==> src/hw/rtl/assert_macros.svh <==
// Assertion macros shared by the RTL.
// No dependencies; taken in by files that carry concurrent assertions.
`ifndef ASSERT_MACROS_SVH
`define ASSERT_MACROS_SVH

// Same-cycle implication, disabled while reset is asserted.
`define ASSERT_SAME(label, clk, rst_n, ante, cons) \
    label: assert property (@(posedge clk) disable iff (!rst_n) (ante) |-> (cons)) \
        else $error("assertion failed");

// Next-cycle implication, disabled while reset is asserted.
`define ASSERT_NEXT(label, clk, rst_n, ante, cons) \
    label: assert property (@(posedge clk) disable iff (!rst_n) (ante) |=> (cons)) \
        else $error("assertion failed");

`endif

==> src/hw/rtl/spq_pkg.sv <==
// Types and constants for the sorted priority queue.
// No dependencies; used by spq_cell and the top level.
package spq_pkg;

    localparam int CAPACITY_DEF = 16;
    localparam int KEY_W        = 16;
    localparam int PAY_W        = 32;
    localparam int OCC_W        = 5;

    typedef enum logic [1:0] {
        KIND_INSERT = 2'd0,
        KIND_PUSH   = 2'd1,
        KIND_REMOVE = 2'd2
    } kind_e;

    typedef struct packed {
        logic [1:0]       kind;
        logic [KEY_W-1:0] key;
        logic [PAY_W-1:0] payload;
    } req_t;

    typedef struct packed {
        logic             item_valid;
        logic [KEY_W-1:0] out_key;
        logic [PAY_W-1:0] out_payload;
        logic             full_drop;
        logic [OCC_W-1:0] occupancy;
    } rsp_t;

    typedef struct packed {
        logic [KEY_W-1:0] key;
        logic [PAY_W-1:0] payload;
    } entry_t;

    typedef struct packed {
        logic   write_en;
        logic   push;
        logic   remove_en;
        entry_t ent;
    } cell_cmd_t;

endpackage

==> src/hw/rtl/spq_cell.sv <==
// One storage cell of the queue row: holds one entry, shifts from its neighbors.
// Depends on spq_pkg.
module spq_cell (
    input  logic               clk,
    input  spq_pkg::cell_cmd_t cmd,
    input  logic               occ,
    input  spq_pkg::entry_t    left,
    input  spq_pkg::entry_t    right,
    input  logic               after_in,
    output logic               after_out,
    output spq_pkg::entry_t    entry
);
    import spq_pkg::*;

    entry_t entry_reg;
    entry_t entry_next;
    logic   hit;

    // empty cells count as greater so the first free slot takes a tail insert
    assign hit       = cmd.push | ~occ | (entry_reg.key > cmd.ent.key);
    assign after_out = after_in | hit;
    assign entry     = entry_reg;

    always_comb
    begin
        entry_next = entry_reg;
        if (cmd.write_en)
        begin
            if (after_in)
            begin
                entry_next = left;
            end
            else if (hit)
            begin
                entry_next = cmd.ent;
            end
        end
        else if (cmd.remove_en)
        begin
            entry_next = right;
        end
    end

    always_ff @(posedge clk)
    begin
        entry_reg <= entry_next;
    end

endmodule

==> src/hw/rtl/sorted_priority_queue_with_push_top.sv <==
// Sorted priority queue with head push, built as a row of CAPACITY shifting cells.
// The response register loads from each accepted request; one transaction per cycle while req_stall is low.
// The sorted insert position ripples through the cell row as a prefix flag.
// Input stalls only while a response is held and the output side stalls.
// Reset (rst_n, async low) empties the queue and drops any pending response.
module sorted_priority_queue_with_push_top #(
    parameter int CAPACITY = spq_pkg::CAPACITY_DEF
) (
    input  logic          clk,
    input  logic          rst_n,
    input  logic          req_valid,
    output logic          req_stall,
    input  spq_pkg::req_t req,
    output logic          rsp_valid,
    input  logic          rsp_stall,
    output spq_pkg::rsp_t rsp
);
    import spq_pkg::*;
    `include "assert_macros.svh"

    localparam int CNT_W = $clog2(CAPACITY + 1);

    logic [CNT_W-1:0]       count_reg;
    logic [CNT_W-1:0]       count_next;
    logic                   rsp_valid_reg;
    rsp_t                   rsp_reg;
    rsp_t                   rsp_next;
    logic                   accept;
    logic                   full;
    logic                   empty;
    logic                   is_ins;
    logic                   is_push;
    logic                   is_rem;
    cell_cmd_t              cmd;
    logic [CAPACITY-1:0]    occ;
    logic [CAPACITY:0]      after;
    entry_t                 cells [CAPACITY];
    logic [CNT_W+OCC_W-1:0] cnt_ext;

    assign accept    = req_valid & ~req_stall;
    assign req_stall = rsp_valid_reg & rsp_stall;
    assign full      = (count_reg == CNT_W'(CAPACITY));
    assign empty     = (count_reg == '0);

    always_comb
    begin
        is_ins  = 1'b0;
        is_push = 1'b0;
        is_rem  = 1'b0;
        unique case (req.kind)
            KIND_INSERT: is_ins  = 1'b1;
            KIND_PUSH:   is_push = 1'b1;
            KIND_REMOVE: is_rem  = 1'b1;
            default:     ;
        endcase
    end

    always_comb
    begin
        cmd.write_en  = accept & (is_ins | is_push) & ~full;
        cmd.push      = is_push;
        cmd.remove_en = accept & is_rem & ~empty;
        cmd.ent.key     = req.key;
        cmd.ent.payload = req.payload;
    end

    assign after[0] = 1'b0;

    for (genvar i = 0; i < CAPACITY; i++)
    begin : g_cell
        entry_t left_ent;
        entry_t right_ent;

        assign occ[i] = (count_reg > CNT_W'(i));

        if (i == 0)
        begin : g_head
            assign left_ent = cmd.ent;
        end
        else
        begin : g_mid
            assign left_ent = cells[i-1];
        end

        if (i == CAPACITY - 1)
        begin : g_tail
            assign right_ent = cells[i];
        end
        else
        begin : g_body
            assign right_ent = cells[i+1];
        end

        spq_cell u_cell (
            .clk       (clk),
            .cmd       (cmd),
            .occ       (occ[i]),
            .left      (left_ent),
            .right     (right_ent),
            .after_in  (after[i]),
            .after_out (after[i+1]),
            .entry     (cells[i])
        );
    end

    always_comb
    begin
        count_next = count_reg;
        if (cmd.write_en)
        begin
            count_next = count_reg + CNT_W'(1);
        end
        else if (cmd.remove_en)
        begin
            count_next = count_reg - CNT_W'(1);
        end
    end

    assign cnt_ext = {{OCC_W{1'b0}}, count_next};

    always_comb
    begin
        rsp_next.item_valid  = cmd.remove_en;
        rsp_next.out_key     = cmd.remove_en ? cells[0].key : '0;
        rsp_next.out_payload = cmd.remove_en ? cells[0].payload : '0;
        rsp_next.full_drop   = (is_ins | is_push) & full;
        rsp_next.occupancy   = cnt_ext[OCC_W-1:0];
    end

    always_ff @(posedge clk or negedge rst_n)
    begin
        if (!rst_n)
        begin
            count_reg     <= '0;
            rsp_valid_reg <= 1'b0;
        end
        else
        begin
            count_reg <= count_next;
            if (accept)
            begin
                rsp_valid_reg <= 1'b1;
            end
            else if (!rsp_stall)
            begin
                rsp_valid_reg <= 1'b0;
            end
        end
    end

    always_ff @(posedge clk)
    begin
        if (accept)
        begin
            rsp_reg <= rsp_next;
        end
    end

    assign rsp_valid = rsp_valid_reg;
    assign rsp       = rsp_reg;

    // an insert or push written while the queue is not full always lands in some cell of the row
    `ASSERT_SAME(a_insert_lands, clk, rst_n, cmd.write_en, after[CAPACITY])
    `ASSERT_SAME(a_count_bound, clk, rst_n, 1'b1, count_reg <= CNT_W'(CAPACITY))
    `ASSERT_NEXT(a_remove_reports, clk, rst_n, cmd.remove_en, rsp_valid && rsp.item_valid)
    `ASSERT_NEXT(a_drop_keeps_count, clk, rst_n, accept && (is_ins || is_push) && full,
                 count_reg == $past(count_reg) && rsp.full_drop)

endmodule

==> config.mk <==
export PLATFORM = sky130hd
export DESIGN_NAME = sorted_priority_queue_with_push_top
export DESIGN_NICKNAME = d
export VERILOG_FILES = /design/src/hw/rtl/spq_pkg.sv /design/src/hw/rtl/spq_cell.sv /design/src/hw/rtl/sorted_priority_queue_with_push_top.sv
export VERILOG_INCLUDE_DIRS = /design/src /design/src/hw/rtl
export SDC_FILE = /design/constraint.sdc
export NUM_CORES = 2
export LEC_CHECK = 0
export BUFFER_PORTS_ARGS = -buffer_cell sky130_fd_sc_hd__buf_2
export CORE_MARGIN = 5
export CORE_UTILIZATION = 35
export CTS_CLUSTER_SIZE = 30
export DETAILED_ROUTE_END_ITERATION = 7
export HOLD_SLACK_MARGIN = 0.05
export SLEW_MARGIN = 15
export SYNTH_ARGS = -nofsm -noshare
export SYNTH_HDL_FRONTEND = slang
export SYNTH_HIERARCHICAL = 1
export SYNTH_SLANG_ARGS = --single-unit
==> constraint.sdc <==
create_clock -name clk -period 11.3 [get_ports clk]
set_input_delay 2.26 -clock clk [delete_from_list [all_inputs] [get_ports clk]]
set_output_delay 2.26 -clock clk [all_outputs]
set_load 0.05 [all_outputs]
==> impl_metrics.csv <==
group,metric,value,unit
setup_path,crit_fanout,27,
finish,fin_area,54300,µm²
sta,finalCriticalPeriod,10.59,ns
setup_path,reg2reg_depth,38,
placed_design,port_buffers,110,
power,power-per-cell-area,171,nW/µm²
finish,multi_input_area,21900,µm²
route,wirelength,141000,µm
route,wire_per_inst,22.1,µm
die,core_area,138000,µm²
placed_design,place_inst,6202,
sta,slew_headroom,0.198,
sta,slew_viol_final,0,
power,p_leak,25.2,nW
finish,finalNetCount,4819,
worst_hold_path,min_to,"rsp[7]$_SDFFCE_PP0P_",
sta,worstMarginPinSlew,1.20,ns
global_route,grt_pass1_wl,211000,µm
route,dr_total_vias,34696,
worst_hold_path,min_from,"g_cell[0].u_cell/entry[1]$_DFFE_PP_",
global_route,grt_max_degree,296,
setup_path,worstReg2RegEnd,"g_cell[15].u_cell/entry[11]$_DFFE_PP_",
cts,numCtsBuffers,93,
setup_path,reg2reg_from,"g_cell[0].u_cell/entry[46]$_DFFE_PP_",
sta,final-setup-viol-count,0,
sta,fin_worst_skew,0.0845,ns
setup_path,cp.required,11.69,ns
global_route,antenna_found_initial,18,
sta,finalSetupTns,0,ns
global_route,grt_pass1_vias,33214,
setup_path,path_buf_inv,3,
setup_path,start_kind,"input port",
yosys,netlist_instances,4508,
cts,cts_buffer_depth,3,
cts,cts_hold_buf,0,
setup_path,crit_path_end_kind,"flip-flop",
sta,clock.fmax,0.0945,GHz
route,post-route-drc-count,0,
setup_path,crit_top_cell,"nor3b_2",
cts,clk_latency,0.74,ns
cts,cts_resized,0,
run,drv_cap,0,
setup_path,critPathMaxStageDelay,0.73,ns
yosys,avgSynthCellArea,10.8,µm²
cts,cts_root_buf,"clkbuf_16",
die,die_h,382,µm
placed_design,place_congestion,0.856,
run_status,status,"finished, final reports clean",
global_route,globalRoute.totalOverflow,0,
route,ant_nets,0,
cts,postCtsSetupRepairBufs,0,
die,die_area,146000,µm²
yosys,ys_warn_count,6,
finish,drive_above_1_share,0.0999,
setup_path,slowest_stage,"a2111oi_2",
setup_path,critical_path_class,"in -> reg",
route,vias_per_cell,5.43,
finish,register_area,24900,µm²
cts,cts.sinks,829,
power,power,0.00929,W
route,drtIter0Drc,3508,
power,ir_drop,0.132,mV
placed_design,place_hpwl,91400,µm
setup_path,regToRegSetupSlack,1.96,ns
worst_hold_path,min_path_type,"reg -> reg",
sta,period_share,0.937,
placed_design,place_area,51200,µm²
yosys,synth_nets,4824,
die,row_count,136,
sta,rsz0062_at_grt,"no",
die,die_w,382,µm
worst_hold_path,whs_path_depth,1,
yosys,syn_area,48600,µm²
global_route,grtUsageTotal,0.187,
finish,area.growth.synth_to_final,11.7,%
cts,cts_max_level,3,
cts,cts_tree,"yes",
finish,finalNonFillerCells,6385,
finish,fillers,13246,
setup_path,critPathTopFamily,"simple AND/OR/NAND/NOR gates",
finish,post-route-util,0.394,
finish,largest_register_ff_count,768,
die,num_io_pins,111,
finish,layout_common_cells,"a21oi_1 (860), edfxtp_1 (823), nor2_1 (796)",
sta,timing_hold_violations_final,0,
route,first_pass_iters,6,
cts,path_clk_slew,0.06,ns
setup_path,crit_arrival,10.97,ns
finish,layout_commonest_cell,"a21oi_1",
die,start_util,0.353,
[worst max-delay path by stage]
stage,to,from,cells after the start,slack [ns]
finish,g_cell[15].u_cell/entry[11]$_DFFE_PP_,req[46],40,0.71
global route,g_cell[15].u_cell/entry[11]$_DFFE_PP_,req[46],40,0.21
CTS,g_cell[15].u_cell/entry[11]$_DFFE_PP_,req[46],40,0.83
detailed placement,g_cell[15].u_cell/entry[17]$_DFFE_PP_,req[46],40,0.1
global placement,g_cell[15].u_cell/entry[22]$_DFFE_PP_,req[46],40,0.26
floorplan,g_cell[15].u_cell/entry[0]$_DFFE_PP_,req[41],69,-0.23
[per-stage QoR]
step                      hold WS [ns]  worst slack [ns]
after floorplan                  0.524            -0.226
after global placement           0.535             0.257
after detailed placement         0.539            0.0994
after CTS                        0.534             0.831
after global routing             0.578             0.209
final                            0.536             0.713
[power by group]
group	switching (W)	total [W]	internal [W]
sequential	0.000319	0.00433	0.00401
clock	0.00135	0.00310	0.00174
combinational	0.00123	0.00186	0.000634
[layer usage]
metal	global-route usage	vias up	part of all wire
met4	0.0614	8	0.029
met2	0.283	1126	0.43
li1	-	16436	-
met1	0.269	16905	0.46
met3	0.0341	221	0.076
met5	0	-	0.00040
[final cells by class]
type,instances,share of cell area
inverter,265,0.0186
antenna,8,0.000369
multi-input combinational,3133,0.404
clock inverter,63,0.0126
sequential,829,0.458
clock buffer,112,0.0444
timing repair buffer,181,0.0207
tap,1794,0.0414
Power figures use the tool's default switching activity.
